**src/hw/rtl/line_follower_pid_drive_core_assert.svh**
```systemverilog
// Assertion macros for the line follower PID drive core.
`ifndef LINE_FOLLOWER_PID_DRIVE_CORE_ASSERT_SVH
`define LINE_FOLLOWER_PID_DRIVE_CORE_ASSERT_SVH

// Same-cycle implication, sampled on i_clk, off while i_rst_n is low.
`define LFPD_ASSERT_IMPL(label, ante, cons) \
    label: assert property (@(posedge i_clk) disable iff (!i_rst_n) (ante) |-> (cons)) \
        else $error("lfpd: check failed");

// Next-cycle implication, sampled on i_clk, off while i_rst_n is low.
`define LFPD_ASSERT_NEXT(label, ante, cons) \
    label: assert property (@(posedge i_clk) disable iff (!i_rst_n) (ante) |=> (cons)) \
        else $error("lfpd: check failed");

`endif

```
**src/hw/rtl/lfpd_pkg.sv**
```systemverilog
// Shared constants and types of the line follower PID drive core.
package lfpd_pkg;

    // Field widths
    localparam int SENSOR_W = 5;
    localparam int ERR_W    = 4;
    localparam int DERIV_W  = ERR_W + 1;
    localparam int SIDE_W   = 2;
    localparam int SPEED_W  = 8;
    localparam int GAIN_W   = 24;
    localparam int FRAC_W   = 16;
    localparam int INTEG_W  = 24;
    localparam int ISUM_W   = INTEG_W + 1;

    // Product and sum widths of the PID datapath
    localparam int KP_PROD_W = GAIN_W + 1 + ERR_W;
    localparam int KI_PROD_W = GAIN_W + 1 + INTEG_W;
    localparam int KD_PROD_W = GAIN_W + 1 + DERIV_W;
    localparam int SUM_W     = GAIN_W + INTEG_W + 2;

    // Queue between front and back
    localparam int QUEUE_DEPTH = 4;
    localparam int QPTR_W      = $clog2(QUEUE_DEPTH);
    localparam int QCNT_W      = QPTR_W + 1;

    // Configuration register indexes
    localparam int CFG_ADDR_W = 2;
    localparam logic [CFG_ADDR_W-1:0] CFG_KP   = 2'd0;
    localparam logic [CFG_ADDR_W-1:0] CFG_KI   = 2'd1;
    localparam logic [CFG_ADDR_W-1:0] CFG_KD   = 2'd2;
    localparam logic [CFG_ADDR_W-1:0] CFG_BASE = 2'd3;

    // Register reset values
    localparam logic [GAIN_W-1:0]  KP_RST   = 24'd1179648;
    localparam logic [GAIN_W-1:0]  KI_RST   = 24'd7;
    localparam logic [GAIN_W-1:0]  KD_RST   = 24'd1310720;
    localparam logic [SPEED_W-1:0] BASE_RST = 8'd127;

    // Error limits
    localparam logic signed [ERR_W-1:0] ERR_MAX = 4'sd4;
    localparam logic signed [ERR_W-1:0] ERR_MIN = -4'sd4;

    // Side indicator codes
    localparam logic [SIDE_W-1:0] SIDE_NEG  = 2'd0;
    localparam logic [SIDE_W-1:0] SIDE_ZERO = 2'd1;
    localparam logic [SIDE_W-1:0] SIDE_POS  = 2'd2;

    // Classified item handed from front to back
    typedef struct packed {
        logic signed [ERR_W-1:0]   err;
        logic [SIDE_W-1:0]         side;
        logic signed [INTEG_W-1:0] integ;
        logic signed [DERIV_W-1:0] deriv;
    } t_cls_item;

    // Configuration seen by the back end
    typedef struct packed {
        logic [GAIN_W-1:0]  kp;
        logic [GAIN_W-1:0]  ki;
        logic [GAIN_W-1:0]  kd;
        logic [SPEED_W-1:0] base;
    } t_gains;

endpackage

```
**src/hw/rtl/lfpd_front.sv**
```systemverilog
// Front end: sensor decode, held error, saturating integral, derivative.
module lfpd_front (
    input  logic                          i_clk,
    input  logic                          i_rst_n,
    input  logic                          i_push,
    input  logic [lfpd_pkg::SENSOR_W-1:0] i_sensor_bits,
    input  logic                          i_q_full,
    output logic                          o_q_push,
    output lfpd_pkg::t_cls_item           o_item
);
    import lfpd_pkg::*;

    logic signed [ERR_W-1:0]   r_held_error;
    logic signed [ERR_W-1:0]   n_held_error;
    logic signed [INTEG_W-1:0] r_integ;
    logic signed [INTEG_W-1:0] n_integ;
    logic signed [ISUM_W-1:0]  w_sum;
    logic                      w_accept;

    // Pattern table; all dark follows the last side (zero counts as positive), unknown keeps the last error
    function automatic logic signed [ERR_W-1:0] decode_pattern(
        input logic [SENSOR_W-1:0]   bits,
        input logic signed [ERR_W-1:0] last
    );
        logic signed [ERR_W-1:0] e;
        case (bits)
            5'd16:   e = ERR_MAX;
            5'd24:   e = 4'sd3;
            5'd8:    e = 4'sd2;
            5'd12:   e = 4'sd1;
            5'd4:    e = 4'sd0;
            5'd6:    e = -4'sd1;
            5'd2:    e = -4'sd2;
            5'd3:    e = -4'sd3;
            5'd1:    e = ERR_MIN;
            5'd0:    e = (last < 0) ? ERR_MIN : ERR_MAX;
            default: e = last;
        endcase
        return e;
    endfunction

    assign w_accept = i_push & ~i_q_full;
    assign o_q_push = w_accept;

    // Classify the item and run the error and integral recurrence
    always_comb begin
        n_held_error = decode_pattern(i_sensor_bits, r_held_error);
        w_sum        = ISUM_W'(r_integ) + ISUM_W'(n_held_error);
        // saturate when the two top bits disagree
        if (w_sum[ISUM_W-1] != w_sum[ISUM_W-2]) begin
            n_integ = w_sum[ISUM_W-1] ? {1'b1, {(INTEG_W-1){1'b0}}}
                                      : {1'b0, {(INTEG_W-1){1'b1}}};
        end else begin
            n_integ = w_sum[INTEG_W-1:0];
        end
        o_item.err   = n_held_error;
        o_item.integ = n_integ;
        o_item.deriv = DERIV_W'(n_held_error) - DERIV_W'(r_held_error);
        if (n_held_error < 0) begin
            o_item.side = SIDE_NEG;
        end else if (n_held_error == 0) begin
            o_item.side = SIDE_ZERO;
        end else begin
            o_item.side = SIDE_POS;
        end
    end

    // Loop state
    always_ff @(posedge i_clk) begin
        if (!i_rst_n) begin
            r_held_error <= '0;
            r_integ      <= '0;
        end else if (w_accept) begin
            r_held_error <= n_held_error;
            r_integ      <= n_integ;
        end
    end

endmodule

```
**src/hw/rtl/lfpd_queue.sv**
```systemverilog
// Short item queue between front and back.
module lfpd_queue (
    input  logic                        i_clk,
    input  logic                        i_rst_n,
    input  logic                        i_push,
    input  lfpd_pkg::t_cls_item         i_item,
    input  logic                        i_pop,
    output lfpd_pkg::t_cls_item         o_item,
    output logic                        o_full,
    output logic                        o_empty,
    output logic [lfpd_pkg::QCNT_W-1:0] o_count
);
    import lfpd_pkg::*;

    t_cls_item         r_mem [QUEUE_DEPTH];
    logic [QPTR_W-1:0] r_wr_ptr;
    logic [QPTR_W-1:0] r_rd_ptr;
    logic [QCNT_W-1:0] r_count;
    logic              w_do_push;
    logic              w_do_pop;

    assign o_full    = (r_count == QCNT_W'(QUEUE_DEPTH));
    assign o_empty   = (r_count == '0);
    assign o_count   = r_count;
    assign o_item    = r_mem[r_rd_ptr];
    assign w_do_push = i_push & ~o_full;
    assign w_do_pop  = i_pop & ~o_empty;

    // Storage
    always_ff @(posedge i_clk) begin
        if (w_do_push) begin
            r_mem[r_wr_ptr] <= i_item;
        end
    end

    // Pointers and fill count
    always_ff @(posedge i_clk) begin
        if (!i_rst_n) begin
            r_wr_ptr <= '0;
            r_rd_ptr <= '0;
            r_count  <= '0;
        end else begin
            if (w_do_push) begin
                r_wr_ptr <= r_wr_ptr + 1'b1;
            end
            if (w_do_pop) begin
                r_rd_ptr <= r_rd_ptr + 1'b1;
            end
            if (w_do_push && !w_do_pop) begin
                r_count <= r_count + 1'b1;
            end else if (!w_do_push && w_do_pop) begin
                r_count <= r_count - 1'b1;
            end
        end
    end

endmodule

```
**src/hw/rtl/lfpd_back.sv**
```systemverilog
// Back end: three-stage PID multiply, sum and duty clamp with output register.
module lfpd_back (
    input  logic                                i_clk,
    input  logic                                i_rst_n,
    input  logic                                i_q_empty,
    input  lfpd_pkg::t_cls_item                 i_q_item,
    output logic                                o_q_pop,
    input  lfpd_pkg::t_gains                    i_gains,
    output logic                                o_empty,
    input  logic                                i_pop,
    output logic [lfpd_pkg::SPEED_W-1:0]        o_left_speed,
    output logic [lfpd_pkg::SPEED_W-1:0]        o_right_speed,
    output logic signed [lfpd_pkg::ERR_W-1:0]   o_line_error,
    output logic [lfpd_pkg::SIDE_W-1:0]         o_side_indicator
);
    import lfpd_pkg::*;

    // stage 1: products
    logic                        r_v1;
    logic signed [KP_PROD_W-1:0] r_p_kp;
    logic signed [KI_PROD_W-1:0] r_p_ki;
    logic signed [KD_PROD_W-1:0] r_p_kd;
    logic signed [ERR_W-1:0]     r_e1;
    logic [SIDE_W-1:0]           r_s1;
    // stage 2: PID sum
    logic                        r_v2;
    logic signed [SUM_W-1:0]     r_pid;
    logic signed [ERR_W-1:0]     r_e2;
    logic [SIDE_W-1:0]           r_s2;
    // stage 3: output register
    logic                        r_v3;
    logic [SPEED_W-1:0]          r_left;
    logic [SPEED_W-1:0]          r_right;
    logic signed [ERR_W-1:0]     r_e3;
    logic [SIDE_W-1:0]           r_s3;

    logic                        w_rdy1;
    logic                        w_rdy2;
    logic                        w_rdy3;
    logic signed [KP_PROD_W-1:0] w_p_kp;
    logic signed [KI_PROD_W-1:0] w_p_ki;
    logic signed [KD_PROD_W-1:0] w_p_kd;
    logic signed [SUM_W-1:0]     w_pid;
    logic signed [SUM_W-1:0]     w_base_q;
    logic signed [SUM_W-1:0]     w_left_q;
    logic signed [SUM_W-1:0]     w_right_q;

    // Whole part of a Q.16 value, clamped to the duty range
    function automatic logic [SPEED_W-1:0] duty_clamp(input logic signed [SUM_W-1:0] q);
        logic [SPEED_W-1:0] d;
        if (q[SUM_W-1]) begin
            d = '0;
        end else if (|q[SUM_W-2:FRAC_W+SPEED_W]) begin
            d = '1;
        end else begin
            d = q[FRAC_W+SPEED_W-1:FRAC_W];
        end
        return d;
    endfunction

    // Stall chain from the output backwards
    assign w_rdy3  = ~r_v3 | i_pop;
    assign w_rdy2  = ~r_v2 | w_rdy3;
    assign w_rdy1  = ~r_v1 | w_rdy2;
    assign o_q_pop = ~i_q_empty & w_rdy1;

    // Gains are unsigned, so they enter the signed products with a zero on top
    assign w_p_kp = KP_PROD_W'($signed({1'b0, i_gains.kp})) * KP_PROD_W'(i_q_item.err);
    assign w_p_ki = KI_PROD_W'($signed({1'b0, i_gains.ki})) * KI_PROD_W'(i_q_item.integ);
    assign w_p_kd = KD_PROD_W'($signed({1'b0, i_gains.kd})) * KD_PROD_W'(i_q_item.deriv);

    assign w_pid = SUM_W'(r_p_kp) + SUM_W'(r_p_ki) + SUM_W'(r_p_kd);

    // base * 2^16 plus and minus the PID value
    assign w_base_q  = $signed({{(SUM_W-SPEED_W-FRAC_W){1'b0}}, i_gains.base,
                                {FRAC_W{1'b0}}});
    assign w_left_q  = w_base_q + r_pid;
    assign w_right_q = w_base_q - r_pid;

    // Valid bits
    always_ff @(posedge i_clk) begin
        if (!i_rst_n) begin
            r_v1 <= 1'b0;
            r_v2 <= 1'b0;
            r_v3 <= 1'b0;
        end else begin
            if (w_rdy1) begin
                r_v1 <= o_q_pop;
            end
            if (w_rdy2) begin
                r_v2 <= r_v1;
            end
            if (w_rdy3) begin
                r_v3 <= r_v2;
            end
        end
    end

    // Payload
    always_ff @(posedge i_clk) begin
        if (o_q_pop) begin
            r_p_kp <= w_p_kp;
            r_p_ki <= w_p_ki;
            r_p_kd <= w_p_kd;
            r_e1   <= i_q_item.err;
            r_s1   <= i_q_item.side;
        end
        if (w_rdy2 && r_v1) begin
            r_pid <= w_pid;
            r_e2  <= r_e1;
            r_s2  <= r_s1;
        end
        if (w_rdy3 && r_v2) begin
            r_left  <= duty_clamp(w_left_q);
            r_right <= duty_clamp(w_right_q);
            r_e3    <= r_e2;
            r_s3    <= r_s2;
        end
    end

    assign o_empty          = ~r_v3;
    assign o_left_speed     = r_left;
    assign o_right_speed    = r_right;
    assign o_line_error     = r_e3;
    assign o_side_indicator = r_s3;

endmodule

```
**src/hw/rtl/line_follower_pid_drive_core.sv**
```systemverilog
// Top level of the line follower PID drive core: config registers and wiring.
//
// Input channel: drive i_sensor_bits and raise i_push; the item is taken at a
// clock edge where i_push is high and o_full is low. One sensor item per cycle
// is taken while o_full is low, as the front end updates its error and integral.
// Result channel: while o_empty is low the oldest result (left and right duty,
// line error, side indicator) is on the outputs; it is taken at an edge where
// i_pop is high. Exactly one result follows each item, in order.
// Each item passes the queue, the multiply stage, the sum stage and the clamp
// and output register. Sustained rate is one item per cycle while i_pop is high.
// If the receiver stalls, the back pipeline fills first and then the 4-entry
// queue; o_full rises only when both are full, and no item is lost.
// Reset (i_rst_n low at an edge) clears the held error, the integral, the
// queue and the valid bits, and loads the default gains and base speed.
// Configuration: i_cfg_we writes i_cfg_wdata into register i_cfg_addr
// (0 Kp, 1 Ki, 2 Kd as unsigned Q8.16; 3 base speed); write only when idle.
`include "line_follower_pid_drive_core_assert.svh"

module line_follower_pid_drive_core (
    input  logic                                 i_clk,
    input  logic                                 i_rst_n,
    input  logic                                 i_push,
    output logic                                 o_full,
    input  logic [lfpd_pkg::SENSOR_W-1:0]        i_sensor_bits,
    output logic                                 o_empty,
    input  logic                                 i_pop,
    output logic [lfpd_pkg::SPEED_W-1:0]         o_left_speed,
    output logic [lfpd_pkg::SPEED_W-1:0]         o_right_speed,
    output logic signed [lfpd_pkg::ERR_W-1:0]    o_line_error,
    output logic [lfpd_pkg::SIDE_W-1:0]          o_side_indicator,
    input  logic                                 i_cfg_we,
    input  logic [lfpd_pkg::CFG_ADDR_W-1:0]      i_cfg_addr,
    input  logic [lfpd_pkg::GAIN_W-1:0]          i_cfg_wdata
);
    import lfpd_pkg::*;

    t_gains            r_gains;
    t_cls_item         w_cls;
    t_cls_item         w_q_item;
    logic              w_q_push;
    logic              w_q_pop;
    logic              w_q_full;
    logic              w_q_empty;
    logic [QCNT_W-1:0] w_q_count;

    // Configuration registers
    always_ff @(posedge i_clk) begin
        if (!i_rst_n) begin
            r_gains.kp   <= KP_RST;
            r_gains.ki   <= KI_RST;
            r_gains.kd   <= KD_RST;
            r_gains.base <= BASE_RST;
        end else if (i_cfg_we) begin
            case (i_cfg_addr)
                CFG_KP:   r_gains.kp   <= i_cfg_wdata;
                CFG_KI:   r_gains.ki   <= i_cfg_wdata;
                CFG_KD:   r_gains.kd   <= i_cfg_wdata;
                CFG_BASE: r_gains.base <= i_cfg_wdata[SPEED_W-1:0];
                default:  ;
            endcase
        end
    end

    assign o_full = w_q_full;

    // Front end: decode and loop state
    lfpd_front u_front (
        .i_clk         (i_clk),
        .i_rst_n       (i_rst_n),
        .i_push        (i_push),
        .i_sensor_bits (i_sensor_bits),
        .i_q_full      (w_q_full),
        .o_q_push      (w_q_push),
        .o_item        (w_cls)
    );

    // Decoupling queue
    lfpd_queue u_queue (
        .i_clk   (i_clk),
        .i_rst_n (i_rst_n),
        .i_push  (w_q_push),
        .i_item  (w_cls),
        .i_pop   (w_q_pop),
        .o_item  (w_q_item),
        .o_full  (w_q_full),
        .o_empty (w_q_empty),
        .o_count (w_q_count)
    );

    // Back end: PID datapath and result register
    lfpd_back u_back (
        .i_clk            (i_clk),
        .i_rst_n          (i_rst_n),
        .i_q_empty        (w_q_empty),
        .i_q_item         (w_q_item),
        .o_q_pop          (w_q_pop),
        .i_gains          (r_gains),
        .o_empty          (o_empty),
        .i_pop            (i_pop),
        .o_left_speed     (o_left_speed),
        .o_right_speed    (o_right_speed),
        .o_line_error     (o_line_error),
        .o_side_indicator (o_side_indicator)
    );

    // Checks
    `LFPD_ASSERT_IMPL(a_err_range, w_q_push, (w_cls.err >= ERR_MIN) && (w_cls.err <= ERR_MAX))
    `LFPD_ASSERT_IMPL(a_side_sign, w_q_push, (w_cls.side == SIDE_NEG) == (w_cls.err < 0))
    `LFPD_ASSERT_IMPL(a_q_bound, 1'b1, w_q_count <= QCNT_W'(QUEUE_DEPTH))
    `LFPD_ASSERT_NEXT(a_q_fill, w_q_push && !w_q_pop, w_q_count == $past(w_q_count) + 1'b1)

endmodule
```
**config.mk**
```make
export PLATFORM = sky130hd
export DESIGN_NAME = line_follower_pid_drive_core
export DESIGN_NICKNAME = d
export VERILOG_FILES = /design/src/hw/rtl/lfpd_pkg.sv /design/src/hw/rtl/lfpd_front.sv /design/src/hw/rtl/lfpd_queue.sv /design/src/hw/rtl/lfpd_back.sv /design/src/hw/rtl/line_follower_pid_drive_core.sv
export VERILOG_INCLUDE_DIRS = /design/src /design/src/hw/rtl
export SDC_FILE = /design/constraint.sdc
export NUM_CORES = 2
export LEC_CHECK = 0
export ABC_AREA = 1
export BUFFER_PORTS_ARGS = -buffer_cell sky130_fd_sc_hd__buf_4
export CAP_MARGIN = 20
export CORE_ASPECT_RATIO = 1.25
export CORE_UTILIZATION = 40
export DETAILED_ROUTE_END_ITERATION = 8
export GPL_TIMING_DRIVEN = 0
export HOLD_SLACK_MARGIN = 0.06
export PLACE_DENSITY = 0.64
export SLEW_MARGIN = 10
export SYNTH_ARGS = -nofsm -noshare
export SYNTH_HDL_FRONTEND = slang
export SYNTH_SLANG_ARGS = --single-unit
export TNS_END_PERCENT = 100
```
**constraint.sdc**
```tcl
create_clock -name i_clk -period 6.85 [get_ports i_clk]
set_clock_uncertainty 0.1 [all_clocks]
set_input_delay 0.685 -clock i_clk [delete_from_list [all_inputs] [get_ports i_clk]]
set_output_delay 0.685 -clock i_clk [all_outputs]
set_load 0.01 [all_outputs]
```
### Yosys cells after proc, flatten, opt, wreduce, memory -nomap -nowiden

Memory sizes are Yosys's and may differ from the RTL's. A register that Yosys moved wholly into a read port is not among the register bits.
Index checks and enable logic that the tools add are counted.

* register bits: 310
* memory bits (writable): 140
* output and inout port bits: 24
* word-level logic and storage cells: 97
* memories kept: 1

* add/subtract/negate cells: 10
* $mul: 3
* magnitude comparators: 2
* equal/unequal tests: 14
* mux-type cells: 14
* bitwise operators: 12
* reduce and logical (&&, ||, !) cells: 17

Memories
* u_queue.r_mem: words 4, bits a word 35, read ports 1, clocked after memory_dff 1, write ports 1, line lfpd_queue.sv:15 `t_cls_item r_mem [QUEUE_DEPTH];`

Operators with widths (number)
* $add A25 B50 Y50: 1
* $add A29 B49 Y50: 1
* $add A50 B30 Y50: 1
* $reduce_or A25 Y1: 2
* $sub A25 B50 Y50: 1
* $mul A25 B24 Y49: 1
* $mux W24: 2
* $pmux W4 S10: 1
* $logic_not A32 Y1: 1
* $mul A25 B5 Y30: 1
* $mul A25 B4 Y29: 1
* $add A24 B4 Y25: 1
* $mux W8: 2
* $eq A5 B2 Y1 const B: 2
* $eq A5 B3 Y1 const B: 2
* $eq A5 B4 Y1 const B: 2
* $eq A5 B5 Y1 const B: 2
* $lt A4 B1 Y1 const B: 2
* $mux W2: 4
* $reduce_and A2 Y1: 4
* $mux W3: 2
* $eq A5 B1 Y1 const B: 1
* $logic_not A5 Y1: 1
* $not A1 Y1: 5
* 17 further kinds: 29

### Logic depth before layout (Yosys ltp)

* depth after elaboration: 9
* depth in mapped cells: 35

### Modules after synthesis

From an unflattened synthesis, not the netlist that was laid out.

* cells, all modules: 6682
* area, all modules: 53286.1 um^2

By module, submodules not included
* lfpd_back: instances 1, cells an instance 5201, area each 40740.3 um^2
* lfpd_queue: instances 1, cells an instance 408, area each 5666.7 um^2
* lfpd_front: instances 1, cells an instance 582, area each 3475.8 um^2
* line_follower_pid_drive_core: instances 1, cells an instance 491, area each 3403.3 um^2

### Worst setup path before layout

Ideal clock, no wire load.

* path type: reg2reg
* start: register (tool-made name)
* end: register u_back.r_p_ki[45] (data pin)
* data arrival time: 6.749 ns
* path slack: -0.258 ns
* cell stages (with the launch flop): 31
* buffers on the path: 3
* cell sequence: dfxtp_1 clkbuf_1 clkinv_1 buf_1 nand3_1 nand2_1 inv_1 clkbuf_1 nand2_1 fa_1 inv_1 fa_1 inv_1 fa_1 inv_1 fa_1 fa_1 fa_1 inv_1 fa_1 inv_1 ha_1 nand2_1 nor2_1 inv_1 nor4_1 a21oi_1 o21ai_0 nand2_1 nand2_1 xor2_1

RTL lines
* end signal, assigned: line lfpd_back.sv:103 `r_p_ki <= w_p_ki;`
* end, declared: line lfpd_back.sv:21 `logic signed [KI_PROD_W-1:0] r_p_ki;`

### Final worst setup path

* start: register r_gains[43] (netlist bit)
* end: register u_back.r_p_ki[47] (data pin)

* longest elaborated chain between the ends: 1

RTL lines
* start, declared: line line_follower_pid_drive_core.sv:37 `t_gains r_gains;`
* $mul A25 B24 Y49: line lfpd_back.sv:69 `assign w_p_ki = KI_PROD_W'($signed({1'b0, i_gains.ki})) * KI_PROD_W'(i_q_item.integ);`
* via u_back.w_p_ki[47]: line lfpd_back.sv:41 `logic signed [KI_PROD_W-1:0] w_p_ki;`

The timed path passes the listed nets, and every way through them passes these cells.
A chain may end at the register's enable or synchronous reset.

==> flow_summary.ini <==
[run_status]
outcome = finished with violations
violations = negative setup slack

[sta]
worst_slew_pin_slew_ns = 1.14
rsz0062_at_grt = true
fin_crit_ns = 7.21
hold_viol_final = 0
finalSetupViolCount = 25
fin_setup_tns_ns = -5.25
whs_ns = 0.255
post-route-period-util_pct = 105
drv_slew = 0
maxClockFrequency_mhz = 139
worst_slack_ns = -0.355
slew-limit-headroom_pct = 24.2

[detailed_routing]
drtAntennaViolNets = 0
drc = 0
totalWireLength_um = 177000
route.vias.total = 42363
dr.pass1.iters = 5
drt_iter0_markers = 2944
via_per_inst = 5.22
post_drt_wl_per_cell_um = 21.8

[global_route]
antenna_found_initial = 3
grt_max_degree = 93
grt_usage_pct = 27.7
overflow = 0
grt_pass1_vias = 43782
grt_pass1_wl_um = 265000

[cts]
cts_buffers = 50
clock_latency_ns = 0.65
cts_tree = yes
clock-sinks = 452
clk_pin_slew_ns = 0.06
cts_buffer_depth = 3
cts_hold_buf = 0
htree_levels = 2
cts-root-buf = clkbuf_16

[critical_path]
critPathRequiredTime_ns = 7.14
endpoint_kind = register
worst_ep_arrival_time_ns = 7.49
critical_path_class = register to register
cp_max_fo = 10
startpoint_type = register

[synth]
syn_inst = 6101
ys_types = 56
yosysWarningCount = 0
ys_seq_area_share_pct = 24.4
synth_top_flop_cell = edfxtp_1
synth_edf_count = 332
synth-seq-cells = 452
synth_fp_nets = 7201
synth-async-reset-ratio_pct = 0
postSynthAreaPerCell_um2 = 8.32
netlist_area_mm2 = 0.0508

[floorplanning]
dieArea_mm2 = 0.128
start_util_pct = 40.5
row_count = 145
core-area_mm2 = 0.125
die_h_um = 400
die_w_um = 321
design.portCount = 60

[final_layout]
drive_gt1_share_pct = 12.8
area_growth_pct = 17.2
final_nets = 7479
fin_util_pct = 47.4

[placed_design]
detailed_place_hpwl_um = 142000
gp_congestion = 1.00
io_buffers = 58

[flow_run]
cap_violations = 0

[min_path]
hp-class = input pin to register
## sequential cells by signal, summed over array words and instances, names as in the netlist, 2 cells and up, named ones only
register	count
r_gains	80
u_back.r_p_kd	30
u_front.r_integ	24
u_queue.o_count	3
u_back.r_s1	2
u_back.r_s2	2
u_back.o_right_speed	8
u_front.r_held_error	4
u_back.r_pid	50
u_back.o_left_speed	8
u_back.o_side_indicator	2
u_queue.r_mem	140
u_back.r_e1	4
u_back.o_line_error	4
u_queue.r_rd_ptr	2
u_queue.r_wr_ptr	2
u_back.r_p_ki	49
u_back.r_e2	4
u_back.r_p_kp	29
## logic make-up after synthesis
logic type | after synthesis | share of synthesized area [%]
compound gates | 707 | 7.76
xor+xnor | 191 | 3.35
fa+ha+maj | 1064 | 35.8
buf+inv | 1302 | 9.72
flops | 452 | 24.4
simple gates | 2385 | 19.0
## routing by layer
layer / global-route usage (%) / vias to the layer above / share of wire, %
met2: 48.3 / 1581 / 49
li1: - / 19657 / -
met5: 0 / - / 0.019
met1: 31.2 / 20592 / 37
met4: 18.4 / 4 / 8.1
met3: 4.03 / 529 / 6.0
## final timing paths
kind                                                from                     endpoint  slack [ns]  cells after the start
worst min-delay path                     i_cfg_wdata[17]     r_gains[73]$_SDFFE_PN1P_        0.25                      3
worst max register to register  r_gains[43]$_SDFFE_PN0P_  u_back.r_p_ki[47]$_DFFE_PP_       -0.36                     23
worst min register to register  u_back.r_s1[0]$_DFFE_PP_     u_back.r_s2[0]$_DFFE_PP_        0.32                      0
worst max-delay path            r_gains[43]$_SDFFE_PN0P_  u_back.r_p_ki[47]$_DFFE_PP_       -0.36                     23
## synthesized netlist by cell type, types with 4 or more instances
cell,number,area (um^2)
a211oi_1,4,30.0
a21boi_0,7,52.6
a21o_1,20,150
a21oi_1,334,1670
a31oi_1,21,131
and2_1,4,25.0
and3_1,4,25.0
buf_2,7,35.0
buf_6,4,45.0
clkbuf_1,158,593
clkinv_1,9,33.8
dfxtp_1,120,2400
edfxtp_1,332,9970
fa_1,648,13000
ha_1,416,5200
inv_1,1113,4180
inv_2,6,22.5
nand2_1,1266,4750
nand2_2,27,169
nand3_1,231,1160
nand3b_1,6,45.0
nand4_1,29,181
nor2_1,735,2760
nor3_1,47,235
nor3_2,4,40.0
nor4_1,15,93.8
o211ai_1,17,128
o21a_1,21,158
o21ai_0,222,1110
o21ai_1,7,35.0
o21bai_1,22,165
o21bai_2,14,158
o31ai_1,4,30.0
xnor2_1,68,596
xor2_1,121,1060
## repair_timing
action	CTS	global route
endpoints found under the hold margin	0	0
endpoints found under the setup margin	39	34
cloned	10	0
pin swaps	132	33
setup buffers	136	20
gates resized for setup	623	83
## per-stage QoR
step	setup slack, ns	std cells	cell area [um^2]
final	-0.355	8111	59500
after global routing	-0.579	8110	59500
after CTS	-0.284	8090	59100
after detailed placement	-2.03	7857	53600
after global placement	-2.02	7849	53300
after floorplan	0.00803	6101	50800
## area by class of cell
| class | count | area, um^2 |
|---|---|---|
| fill | 12016 | 65900 |
| multi-input combinational | 4347 | 35100 |
| sequential | 452 | 12400 |
| inverter | 1128 | 4340 |
| tap | 1690 | 2110 |
| timing repair buffer | 231 | 2110 |
| buffer | 168 | 1740 |
| clock buffer | 62 | 1300 |
| clock inverter | 31 | 420 |
| timing repair inverter | 1 | 16.3 |
| antenna | 1 | 2.50 |
## critical path: stages, from the launching register on
cell      delay (ns)
dfxtp_2         0.64
clkinv_2        0.28
clkbuf_2        0.38
nor2_1          0.29
fa_1            0.44
inv_1           0.08
fa_1            0.44
fa_1            0.49
fa_1            0.51
inv_1           0.07
fa_1            0.56
inv_1           0.07
fa_1            0.47
fa_1            0.49
inv_1           0.06
ha_4            0.25
a21oi_2         0.19
o21ai_2         0.11
a21oi_2         0.17
nand3_2         0.17
nand3_2         0.14
nand2_4         0.07
a31oi_1         0.20
xor2_1          0.31
## placed cells by master, fill, tap and decap left out, types with 18 or more instances in the layout
cell type	netlist	final
fa_1	648	616
a21oi_1	334	296
inv_1	1113	1059
clkbuf_8	0	26
nor2_4	2	20
ha_1	416	391
nor3_1	47	43
nand4_1	29	29
nor2_1	735	698
inv_2	6	44
nand2_1	1266	1190
clkbuf_2	0	25
o21a_1	21	21
a21oi_2	0	29
o21ai_0	222	209
nand2_2	27	67
fa_2	0	32
clkbuf_16	0	88
edfxtp_1	332	332
clkbuf_1	158	77
nand2_4	2	35
nand3_2	1	45
xor2_1	121	119
nand3_1	231	184
o21bai_1	22	21
buf_4	2	191
xnor2_1	68	68
a21o_1	20	20
dfxtp_1	120	117
a31oi_1	21	18
nor2_2	3	22
ha_4	0	22
Power is not shown: default switching activity piles up to over one toggle a cycle in this logic, so the estimate is an artifact.
